--- config.mk ---
export PLATFORM = sky130hd
export DESIGN_NAME = one_shot_timeout_slot_table
export DESIGN_NICKNAME = d
export VERILOG_FILES = /design/src/osts_pkg.sv /design/src/osts_ctrl.sv /design/src/osts_dp.sv /design/src/one_shot_timeout_slot_table.sv
export SDC_FILE = /design/constraint.sdc
export NUM_CORES = 1
export LEC_CHECK = 0
export BUFFER_PORTS_ARGS = -buffer_cell sky130_fd_sc_hd__buf_2
export CAP_MARGIN = 0
export CELL_PAD_IN_SITES_DETAIL_PLACEMENT = 0
export CELL_PAD_IN_SITES_GLOBAL_PLACEMENT = 1
export CORE_AREA = 2 2 246 248
export CTS_BUF_LIST = sky130_fd_sc_hd__clkbuf_8
export CTS_CLUSTER_DIAMETER = 40
export DETAILED_ROUTE_END_ITERATION = 10
export DIE_AREA = 0 0 248 250
export PLACE_DENSITY_LB_ADDON = 0.1
export SYNTH_ARGS = -nofsm -noshare
export SYNTH_HDL_FRONTEND = slang
export SYNTH_SLANG_ARGS = --single-unit
--- constraint.sdc ---
create_clock -name clk -period 7.5 [get_ports clk]
set_clock_uncertainty 0.05 [all_clocks]
set_input_delay 1.125 -clock clk [delete_from_list [all_inputs] [get_ports clk]]
set_output_delay 1.125 -clock clk [all_outputs]
set_load 0.05 [all_outputs]
--- src/osts_pkg.sv ---
package osts_pkg;

  // Largest table the slot field can address.
  localparam int unsigned MAX_SLOTS = 8;

  typedef enum logic [1:0] {
    MODE_TICK   = 2'd0,
    MODE_REG    = 2'd1,
    MODE_CANCEL = 2'd2
  } mode_t;

  typedef enum logic [2:0] {
    KIND_REGISTERED = 3'd0,
    KIND_FULL       = 3'd1,
    KIND_CANCELLED  = 3'd2,
    KIND_IDLE       = 3'd3,
    KIND_FIRED      = 3'd4
  } kind_t;

  // Commands from the controller to the datapath.
  typedef struct packed {
    logic load;       // latch the input transaction
    logic exec;       // evaluate the latched item
    logic fire_step;  // emit the lowest pending fired slot
  } osts_cmd_t;

  // Status from the datapath to the controller.
  typedef struct packed {
    logic out_free;   // output register can take a result this cycle
    logic tick_fire;  // latched item is a tick and at least one slot is due
    logic fire_pend;  // fired slots remain to be emitted
    logic fire_last;  // at most one fired slot remains
  } osts_sts_t;

  // Index of the lowest set bit; zero when none is set.
  function automatic logic [2:0] lowest_bit(logic [MAX_SLOTS-1:0] v);
    logic [2:0] idx;
    idx = 3'd0;
    for (int i = MAX_SLOTS - 1; i >= 0; i--) begin
      if (v[i]) begin
        idx = 3'(i);
      end
    end
    return idx;
  endfunction

endpackage

--- src/osts_ctrl.sv ---
module osts_ctrl
  import osts_pkg::*;
(
  input  logic      clk,
  input  logic      rst,
  input  logic      in_valid,
  output logic      in_ready,
  input  osts_sts_t sts,
  output osts_cmd_t cmd
);

  typedef enum logic [2:0] {
    ST_IDLE = 3'b001,
    ST_EXEC = 3'b010,
    ST_FIRE = 3'b100
  } state_t;

  state_t state;
  state_t state_next;

  always_ff @(posedge clk) begin
    if (rst) begin
      state <= ST_IDLE;
    end else begin
      state <= state_next;
    end
  end

  always_comb begin
    state_next = state;
    cmd        = '0;
    in_ready   = 1'b0;
    unique case (state)
      ST_IDLE: begin
        in_ready = 1'b1;
        if (in_valid) begin
          cmd.load   = 1'b1;
          state_next = ST_EXEC;
        end
      end
      ST_EXEC: begin
        if (sts.out_free) begin
          cmd.exec   = 1'b1;
          state_next = sts.tick_fire ? ST_FIRE : ST_IDLE;
        end
      end
      ST_FIRE: begin
        if (sts.out_free) begin
          cmd.fire_step = 1'b1;
          if (sts.fire_last) begin
            state_next = ST_IDLE;
          end
        end
      end
      default: begin
        state_next = ST_IDLE;
      end
    endcase
  end

endmodule

--- src/osts_dp.sv ---
module osts_dp
  import osts_pkg::*;
#(
  parameter int unsigned SLOTS  = 8,
  parameter int unsigned SLOT_W = 3
) (
  input  logic        clk,
  input  logic        rst,
  input  osts_cmd_t   cmd,
  output osts_sts_t   sts,
  input  logic [1:0]  mode,
  input  logic [7:0]  tag,
  input  logic [31:0] delay,
  output logic        out_valid,
  input  logic        out_ready,
  output logic [2:0]  kind,
  output logic [7:0]  tag_res,
  output logic [2:0]  slot,
  output logic        last
);

  // Latched item.
  logic [1:0]  cur_mode;
  logic [7:0]  cur_tag;
  logic [31:0] cur_delay;

  // Timer state.
  logic [31:0]      now;
  logic [SLOTS-1:0] occupied;
  logic [SLOTS-1:0] fire_mask;
  logic [7:0]       slot_tag [SLOTS];
  logic [31:0]      due_time [SLOTS];

  logic [SLOTS-1:0]  due_hit;
  logic [SLOTS-1:0]  tag_hit;
  logic [SLOTS-1:0]  free_mask;
  logic [SLOT_W-1:0] free_idx;
  logic [SLOT_W-1:0] match_idx;
  logic [SLOT_W-1:0] fire_idx;
  logic [SLOTS-1:0]  fire_rest;

  logic       emit;
  logic [2:0] emit_kind;
  logic [7:0] emit_tag;
  logic [2:0] emit_slot;
  logic       emit_last;

  always_comb begin
    for (int i = 0; i < SLOTS; i++) begin
      due_hit[i] = occupied[i] && (due_time[i] == now);
      tag_hit[i] = occupied[i] && (slot_tag[i] == cur_tag);
    end
  end

  assign free_mask = ~occupied;
  assign free_idx  = SLOT_W'(lowest_bit(MAX_SLOTS'(free_mask)));
  assign match_idx = SLOT_W'(lowest_bit(MAX_SLOTS'(tag_hit)));
  assign fire_idx  = SLOT_W'(lowest_bit(MAX_SLOTS'(fire_mask)));
  assign fire_rest = fire_mask & (fire_mask - SLOTS'(1));

  assign sts.out_free  = !out_valid || out_ready;
  assign sts.tick_fire = (cur_mode == MODE_TICK) && (due_hit != '0);
  assign sts.fire_pend = (fire_mask != '0);
  assign sts.fire_last = (fire_rest == '0);

  // Result selection for the output register.
  always_comb begin
    emit      = 1'b0;
    emit_kind = KIND_IDLE;
    emit_tag  = 8'd0;
    emit_slot = 3'd0;
    emit_last = 1'b1;
    if (cmd.exec) begin
      case (cur_mode)
        MODE_TICK: begin
          emit = (due_hit == '0);
        end
        MODE_REG: begin
          emit = 1'b1;
          if (free_mask != '0) begin
            emit_kind = KIND_REGISTERED;
            emit_tag  = cur_tag;
            emit_slot = 3'(free_idx);
          end else begin
            emit_kind = KIND_FULL;
          end
        end
        MODE_CANCEL: begin
          emit      = (tag_hit != '0);
          emit_kind = KIND_CANCELLED;
          emit_tag  = cur_tag;
          emit_slot = 3'(match_idx);
        end
        default: begin
          emit = 1'b0;
        end
      endcase
    end else if (cmd.fire_step) begin
      emit      = 1'b1;
      emit_kind = KIND_FIRED;
      emit_tag  = slot_tag[fire_idx];
      emit_slot = 3'(fire_idx);
      emit_last = (fire_rest == '0);
    end
  end

  always_ff @(posedge clk) begin
    if (rst) begin
      now       <= 32'd0;
      occupied  <= '0;
      fire_mask <= '0;
      out_valid <= 1'b0;
    end else begin
      if (cmd.load && (mode == MODE_TICK)) begin
        now <= now + 32'd1;
      end
      if (cmd.exec) begin
        case (cur_mode)
          MODE_TICK: begin
            fire_mask <= due_hit;
          end
          MODE_REG: begin
            if (free_mask != '0) begin
              occupied[free_idx] <= 1'b1;
            end
          end
          MODE_CANCEL: begin
            if (tag_hit != '0) begin
              occupied[match_idx] <= 1'b0;
            end
          end
          default: begin
          end
        endcase
      end
      if (cmd.fire_step) begin
        fire_mask           <= fire_rest;
        occupied[fire_idx]  <= 1'b0;
      end
      if (emit) begin
        out_valid <= 1'b1;
      end else if (out_ready) begin
        out_valid <= 1'b0;
      end
    end
  end

  always_ff @(posedge clk) begin
    if (cmd.load) begin
      cur_mode  <= mode;
      cur_tag   <= tag;
      cur_delay <= delay;
    end
    if (cmd.exec && (cur_mode == MODE_REG) && (free_mask != '0)) begin
      slot_tag[free_idx] <= cur_tag;
      due_time[free_idx] <= now + cur_delay;
    end
    if (emit) begin
      kind    <= emit_kind;
      tag_res <= emit_tag;
      slot    <= emit_slot;
      last    <= emit_last;
    end
  end

endmodule

--- src/one_shot_timeout_slot_table.sv ---
// A registered, full, cancel or quiet-tick result is loaded into the output register when
// its latched item is evaluated; a firing tick first latches its due slots, then emits them.
// Register, cancel and quiet ticks hold the block for its accept and evaluate steps; a tick
// that fires k slots also takes one fire step per slot, one fired result per cycle while the
// output register is free, set by the controller's single evaluate step and its fire sequencer.
// Reset (rst, synchronous, active high) sets now to zero and frees every slot; stored
// tags and due times are not cleared, since only occupied slots are ever read.
module one_shot_timeout_slot_table
  import osts_pkg::*;
#(
  parameter int unsigned SLOTS = 8
) (
  input  logic        clk,
  input  logic        rst,
  input  logic        in_valid,
  output logic        in_ready,
  input  logic [1:0]  mode,
  input  logic [7:0]  tag,
  input  logic [31:0] delay,
  output logic        out_valid,
  input  logic        out_ready,
  output logic [2:0]  kind,
  output logic [7:0]  tag_res,
  output logic [2:0]  slot,
  output logic        last
);

  // Width of a slot index inside the table; at least one bit.
  localparam int unsigned SLOT_W = (SLOTS > 1) ? $clog2(SLOTS) : 1;

  osts_cmd_t cmd;
  osts_sts_t sts;

  // The controller accepts one transaction at a time and sequences its evaluation
  // and, for ticks, the emission of every fired slot in ascending order.
  osts_ctrl u_ctrl (
    .clk      (clk),
    .rst      (rst),
    .in_valid (in_valid),
    .in_ready (in_ready),
    .sts      (sts),
    .cmd      (cmd)
  );

  // The datapath holds the clock, the slot table and the output register. The
  // output register lets a new transaction be accepted while a result still waits.
  osts_dp #(
    .SLOTS  (SLOTS),
    .SLOT_W (SLOT_W)
  ) u_dp (
    .clk       (clk),
    .rst       (rst),
    .cmd       (cmd),
    .sts       (sts),
    .mode      (mode),
    .tag       (tag),
    .delay     (delay),
    .out_valid (out_valid),
    .out_ready (out_ready),
    .kind      (kind),
    .tag_res   (tag_res),
    .slot      (slot),
    .last      (last)
  );

  // After an accepted transaction the block is busy evaluating it.
  a_busy_after_accept : assert property (@(posedge clk) disable iff (rst)
    (in_valid && in_ready) |=> !in_ready)
    else $error("input accepted again before the previous item was evaluated");

  // Only fired timeouts can be followed by further results of the same item.
  a_not_last_is_fired : assert property (@(posedge clk) disable iff (rst)
    (out_valid && !last) |-> (kind == KIND_FIRED))
    else $error("non-final result that is not a fired timeout");

  // The fire sequencer only steps while fired slots remain.
  a_fire_step_pending : assert property (@(posedge clk) disable iff (rst)
    cmd.fire_step |-> sts.fire_pend)
    else $error("fire step with no fired slot pending");

endmodule

==> results of run 1 <==
[worst max-delay path by stage]
stage	start	end	slack [ns]	depth (start not counted)
2_1_floorplan	out_ready	u_dp.due_time[1][0]	2.41	4
3_3_place_gp	u_dp.now[3]	u_dp.due_time[5][27]	3.08	10
3_5_place_dp	u_dp.now[2]	u_dp.due_time[6][29]	2.99	9
4_1_cts	u_dp.now[2]	u_dp.due_time[3][29]	2.92	9
5_1_grt	u_dp.now[3]	u_dp.due_time[3][29]	2.58	9
6_report	u_dp.now[2]	u_dp.due_time[3][29]	2.93	9
[placed cells by master (no fill, tap or decap), types with 8 or more instances in the layout]
cell type,instances
a211oi_1,11
a21o_1,18
a21oi_1,46
a22oi_1,12
and3_1,18
buf_2,62
buf_4,33
bufinv_16,10
clkbuf_8,98
clkinv_1,8
clkinv_2,8
dfxtp_1,52
edfxtp_1,377
ha_1,37
inv_1,55
nand2_1,72
nand3_1,34
nand4_1,51
nor2_1,81
nor2b_1,12
nor3_1,30
nor4_1,45
o21ai_0,40
o221ai_1,13
o22ai_1,8
xnor2_1,186
xor2_1,178
[area by class of cell]
cell class | instances | area, um2
flip-flops and latches | 429 | 12360
repair buffers | 96 | 569.3
clock buffers | 98 | 1349
multi-input cells | 1008 | 7256
clock inverters | 65 | 560.5
fillers | 5642 | 36390
well taps | 782 | 978.4
inverters | 27 | 101.3
[cell usage after synthesis (5+ instances only)]
master      n
o211ai_1    7
xor2_1    179
o221ai_1   13
inv_1      27
or3_1       7
nor2b_1    12
edfxtp_1  377
a31oi_1     7
nand2b_1    6
nor3b_1     5
o22a_1      7
nor4_1     45
ha_1       37
and3_1     18
a21oi_1    46
dfxtp_1    52
a211oi_1   11
a21o_1     18
o221a_2     6
and2_1      5
o22ai_1     8
nor3_1     30
xnor2_1   188
clkbuf_1   24
o21ai_0    40
buf_6       6
a22oi_1    12
buf_2      33
nand4_1    51
nand2_1    72
nand3_1    34
nor2_1     88
[flip-flops by register name, indices dropped and copies added, names as in the netlist]
name,flops
u_dp.out_valid,1
u_dp.kind,3
u_dp.tag_res,8
u_dp.occupied,8
u_ctrl.state,3
u_dp.due_time,256
u_dp.cur_tag,8
u_dp.slot,3
u_dp.slot_tag,64
u_dp.now,32
u_dp.cur_delay,32
u_dp.last,1
u_dp.cur_mode,2
u_dp.fire_mask,8
[power by group]
| part | internal (W) | switching [W] |
|---|---|---|
| combinational | 0.0000484 | 0.000109 |
| clock | 0.00155 | 0.00109 |
| sequential | 0.00262 | 0.0000229 |
[worst max-delay path: cells and delay by family, from the launching register on]
kind	cells	cell delay, ns
AOI/OAI and AO/OA	7	2.88
DFF	1	0.72
adders and majority gates	1	0.35
and+or+nand+nor	1	0.26
[per-stage QoR]
stage	worst slack [ns]	instance area [um2]	power, W	instances	utilization
final	2.926	23180	0.005448	2505	0.3891
after global routing	2.584	23180	0.005629	2505	0.3891
after CTS	2.917	23180	0.005521	2505	0.3891
after detailed placement	2.986	21270	0.002855	2342	0.3570
after global placement	3.078	21250	0.002853	2341	0.3567
after floorplan	2.407	19980	0.002777	1531	-
[routing by layer]
metal,global-route usage,routed length (um),vias to the layer above
met5,0,0,-
met4,0.06775,1632,0
met3,0.03054,3121,89
met2,0.3269,29830,371
met1,0.3050,30490,6609
li1,-,-,5910
[cells by family after synthesis]
kind of cell,Yosys count,synth area share
flip-flops,429,0.6187
AND/OR/NAND/NOR,388,0.09950
XOR/XNOR,367,0.1609
AO/OA/AOI/OAI,213,0.07339
buffers and inverters,94,0.02236
adder cells (fa/ha/maj),39,0.02467
multiplexers,1,0.0005010
==> metrics.yaml, run 1 <==
run_status:
  status: "finished clean"
critical_path:
  slowest_delay_ns: 0.74
  crit_path_top_delay_cell: "o311ai_0"
  path_cells: "ha_1 -> o211ai_1 -> o211ai_1 -> nand3_1 -> o311ai_0 -> a31oi_1 -> a211oi_1 -> o21ai_0 -> a31oi_1"
  cp.arrival_ns: 4.89
  crit_type: "reg2reg"
  crit_required_ns: 7.82
  path_max_fanout: 12
  worstSetupStartpointType: "flip-flop"
  regToRegEndpoint: "u_dp.due_time[3][29]"
  rr_startpoint: "u_dp.now[2]"
  reg2reg_slack_ns: 2.93
  rr_worst_depth: 9
  end_kind: "flip-flop"
worst_hold_path:
  worstHoldEndpoint: "u_ctrl.state[1]"
  hp-start: "u_ctrl.state[2]"
  hold_depth: 1
  min_path_type: "reg2reg"
place:
  dp_hpwl_um: 44510
  globalplace.congestion: 0.8356
  port_buffers: 62
pwr:
  cellPowerDensity_nw_per_um2: 235.1
  ir_worst_vdd_mv: 0.1532
  p_leak_nw: 8.160
synth:
  synth_top_area_frac: 0.5666
  synthCells: 1531
  async_flop_share: 0
  synth_edf_count: 377
  yosysUniqueCellTypes: 67
  yosysSeqAreaShare: 0.6187
  ys_seq_elements: 429
  synth-main-ff-cell: "edfxtp_1"
  synth-warning-count: 0
  yosys.area.top_type: "edfxtp_1"
  syn_avg_cell_area_um2: 13.05
  yosys-top-cells-area: "edfxtp_1 57%, xnor2_1 8.2%, xor2_1 7.8%, dfxtp_1 5.2%, ha_1 2.3%"
  syn_area_um2: 19980
  syn_nets: 1615
sta:
  hold_viol: 0
  max-slew-margin-rel: 0.06734
  drv_slew: 0
  rsz0062_at_grt: "no"
  tightest_slew_ns: 1.389
  finalSetupViolations: 0
  fin_crit_sh: 0.6099
  fin_hold_ws_ns: 0.4415
  min_period_ns: 4.574
  fmax_ghz: 0.2186
  finalSetupTns_ns: 0
floorplanning:
  core_um2: 59570
  dieArea_um2: 62000
  num_rows: 90
  initial_core_util: 0.3354
  ios: 63
  dieWidth_um: 248
  die_h_um: 250
global_routing:
  antenna_found_initial: 4
  grt_pass1_wl_um: 93070
  grt_max_degree: 53
  grt_pass1_vias: 12910
  track_usage: 0.2117
  grt.overflow.total: 0
cts:
  path_clk_slew_ns: 0.06
  cts_buffers: 89
  cts_hold_buf: 0
  post-cts-setup-buffers: 0
  cts_buffer_depth: 3
  htree_levels: 3
  cts_resized: 0
  clkSinkCount: 429
  cts_tree: "built"
  clock_latency_ns: 0.67
  cts_root_buffer: "clkbuf_8"
route:
  first_pass_iters: 5
  drt_iter0_markers: 1188
  postRouteAntennaNets: 0
  via_count: 12980
  wire_per_inst_um: 25.98
  drc_errors: 0
  wirelength_um: 65070
  vias_per_cell: 5.181
finish:
  drive_above_1_share: 0.1480
  nets: 1735
  diodes: 0
  area_delta_synth_final_pct: 15.99
job:
  cap_violations: 0
No activity file was read; power rests on OpenSTA's default activity.
==> run 2, diff against run 1 <==
==> constraint.sdc (replaced) <==
create_clock -name clk -period 4.5 [get_ports clk]
set_clock_uncertainty 0.05 [all_clocks]
set_input_delay 0.675 -clock clk [delete_from_list [all_inputs] [get_ports clk]]
set_output_delay 0.675 -clock clk [all_outputs]
set_load 0.05 [all_outputs]
==> metrics.yaml, run 2 (synthesis gave the netlist of run 1 again) <==
sta:
  drv_slew: 0
  rsz0062_at_grt: "no"
  tightest_slew_ns: 1.120
  fin_hold_ws_ns: 0.1389
  finalSetupTns_ns: 0
  fmax_ghz: 0.2466
  max-slew-margin-rel: 0.2507
  finalSetupViolations: 0
  hold_viol: 0
  fin_crit_sh: 0.9011
  min_period_ns: 4.055
global_routing:
  grt_pass1_vias: 13000
  grt_max_degree: 41
  track_usage: 0.2068
  grt.overflow.total: 0
  antenna_found_initial: 5
  grt_pass1_wl_um: 91130
worst_hold_path:
  worstHoldEndpoint: "u_dp.cur_delay[28]"
  min_path_type: "in2reg"
  hp-start: "delay[28]"
  hold_depth: 1
critical_path:
  end_kind: "flip-flop"
  regToRegEndpoint: "u_dp.due_time[3][29]"
  rr_startpoint: "u_dp.now[8]"
  slowest_delay_ns: 0.74
  reg2reg_slack_ns: 0.45
  worstSetupStartpointType: "flip-flop"
  cp.arrival_ns: 4.40
  critical_path_buf_inv_count: 1
  crit_type: "reg2reg"
  path_max_fanout: 12
  crit_required_ns: 4.84
  crit_family: "compound AO/OA/AOI/OAI gates"
  path_cells: "ha_1 -> and3_1 -> nand3_1 -> o311ai_0 -> a31oi_1 -> buf_4 -> a211oi_1 -> o21ai_0 -> a31oi_2"
  rr_worst_depth: 9
  crit_path_top_delay_cell: "o311ai_0"
pwr:
  seq_power_share: 0.494
  ir_worst_vdd_mv: 0.2248
  cellPowerDensity_nw_per_um2: 381.7
  p_sw_w: 0.002038
  p_leak_nw: 8.275
  p_int_w: 0.006890
  sw_frac_of_total: 0.2283
  p_comb_frac: 0.032
  p_clk_frac: 0.474
  power_w: 0.008928
finish:
  nets: 1771
  layout_common_cells: "377 x edfxtp_1, 187 x xnor2_1, 179 x xor2_1, 95 x clkbuf_8, 81 x nor2_1"
  area_delta_synth_final_pct: 17.06
  largest_register: "u_dp.due_time"
  largestRegisters: "u_dp.due_time x256, u_dp.slot_tag x64"
  largest_reg_flops: 256
  drive_above_1_share: 0.1654
  seq_area_um2: 12360
  fillerInstances: 5699
  final_common_cell: "edfxtp_1"
  fin_util: 0.3926
  multi_input_area_um2: 7253
cts:
  cts_root_buffer: "clkbuf_8"
  post-cts-setup-buffers: 0
  cts_tree: "built"
  clock_latency_ns: 0.66
  cts_hold_buf: 0
  htree_levels: 3
  cts_buffers: 91
  cts_buffer_depth: 3
  clkSinkCount: 429
  path_clk_slew_ns: 0.06
  cts_resized: 0
run_status:
  status: "finished clean"
route:
  first_pass_iters: 5
  drc_errors: 0
  postRouteAntennaNets: 0
  via_count: 12960
  vias_per_cell: 5.097
  drt_iter0_markers: 1079
  wirelength_um: 63620
  wire_per_inst_um: 25.03
place:
  globalplace.congestion: 0.8239
  dp_hpwl_um: 44340
  port_buffers: 62
floorplanning:
  core_um2: 59570
  die_h_um: 250
  dieWidth_um: 248
  ios: 63
  dieArea_um2: 62000
  num_rows: 90
  initial_core_util: 0.3354
job:
  cap_violations: 0
run 2: cell count changes in the layout (fill, tap and decap cells not counted), sizes merged:
| cell | previous run | this run |
|---|---|---|
| buf | 96 | 130 |
| clkinv | 17 | 29 |
| inv | 60 | 52 |
| clkbuf | 98 | 95 |
| clkinvlp | 5 | 8 |
| bufinv | 10 | 8 |
| diode | 0 | 1 |
run 2: layout make-up:
class	count	area share
antenna	1	0.0001070
clock buffer	95	0.05590
sequential	429	0.5285
tap	782	0.04183
clock inverter	70	0.02306
inverter	27	0.004333
multi-input combinational	1008	0.3101
timing repair buffer	130	0.03616
run 2: worst max-delay path by stage:
stage                      endpoint         startpoint  cells past startpoint  slack, ns
4_1_cts        u_dp.due_time[3][29]        u_dp.now[8]                      9       0.13
6_report       u_dp.due_time[3][29]        u_dp.now[8]                      9       0.45
3_5_place_dp   u_dp.due_time[4][29]        u_dp.now[8]                      9       0.15
2_1_floorplan          u_dp.now[31]           in_valid                     11       1.02
5_1_grt        u_dp.due_time[6][29]        u_dp.now[8]                      9       0.15
3_3_place_gp   u_dp.due_time[3][29]  u_dp.cur_delay[2]                     10       0.29
run 2: power by group through the flow:
stage	Sequential, W	Combinational [W]	Clock, W
6_report	0.00441	0.000286	0.00424
2_1_floorplan	0.00447	0.000160	0
3_3_place_gp	0.00449	0.000289	0
5_1_grt	0.00441	0.000314	0.00453
4_1_cts	0.00441	0.000290	0.00435
3_5_place_dp	0.00449	0.000289	0
run 2: through the flow:
stage	setup WS [ns]	cell area (um2)	std cells
final	0.4453	23390	2542
after global placement	0.2928	21530	2376
after detailed placement	0.1501	21530	2376
after global routing	0.1468	23390	2542
after floorplan	1.017	19990	1531
after CTS	0.1307	23380	2541
run 2: metal layers:
metal	GRT usage	wire length [um]
met1	0.2929	29660
met5	0	0
met2	0.3186	29010
met3	0.04710	3718
met4	0.05252	1219
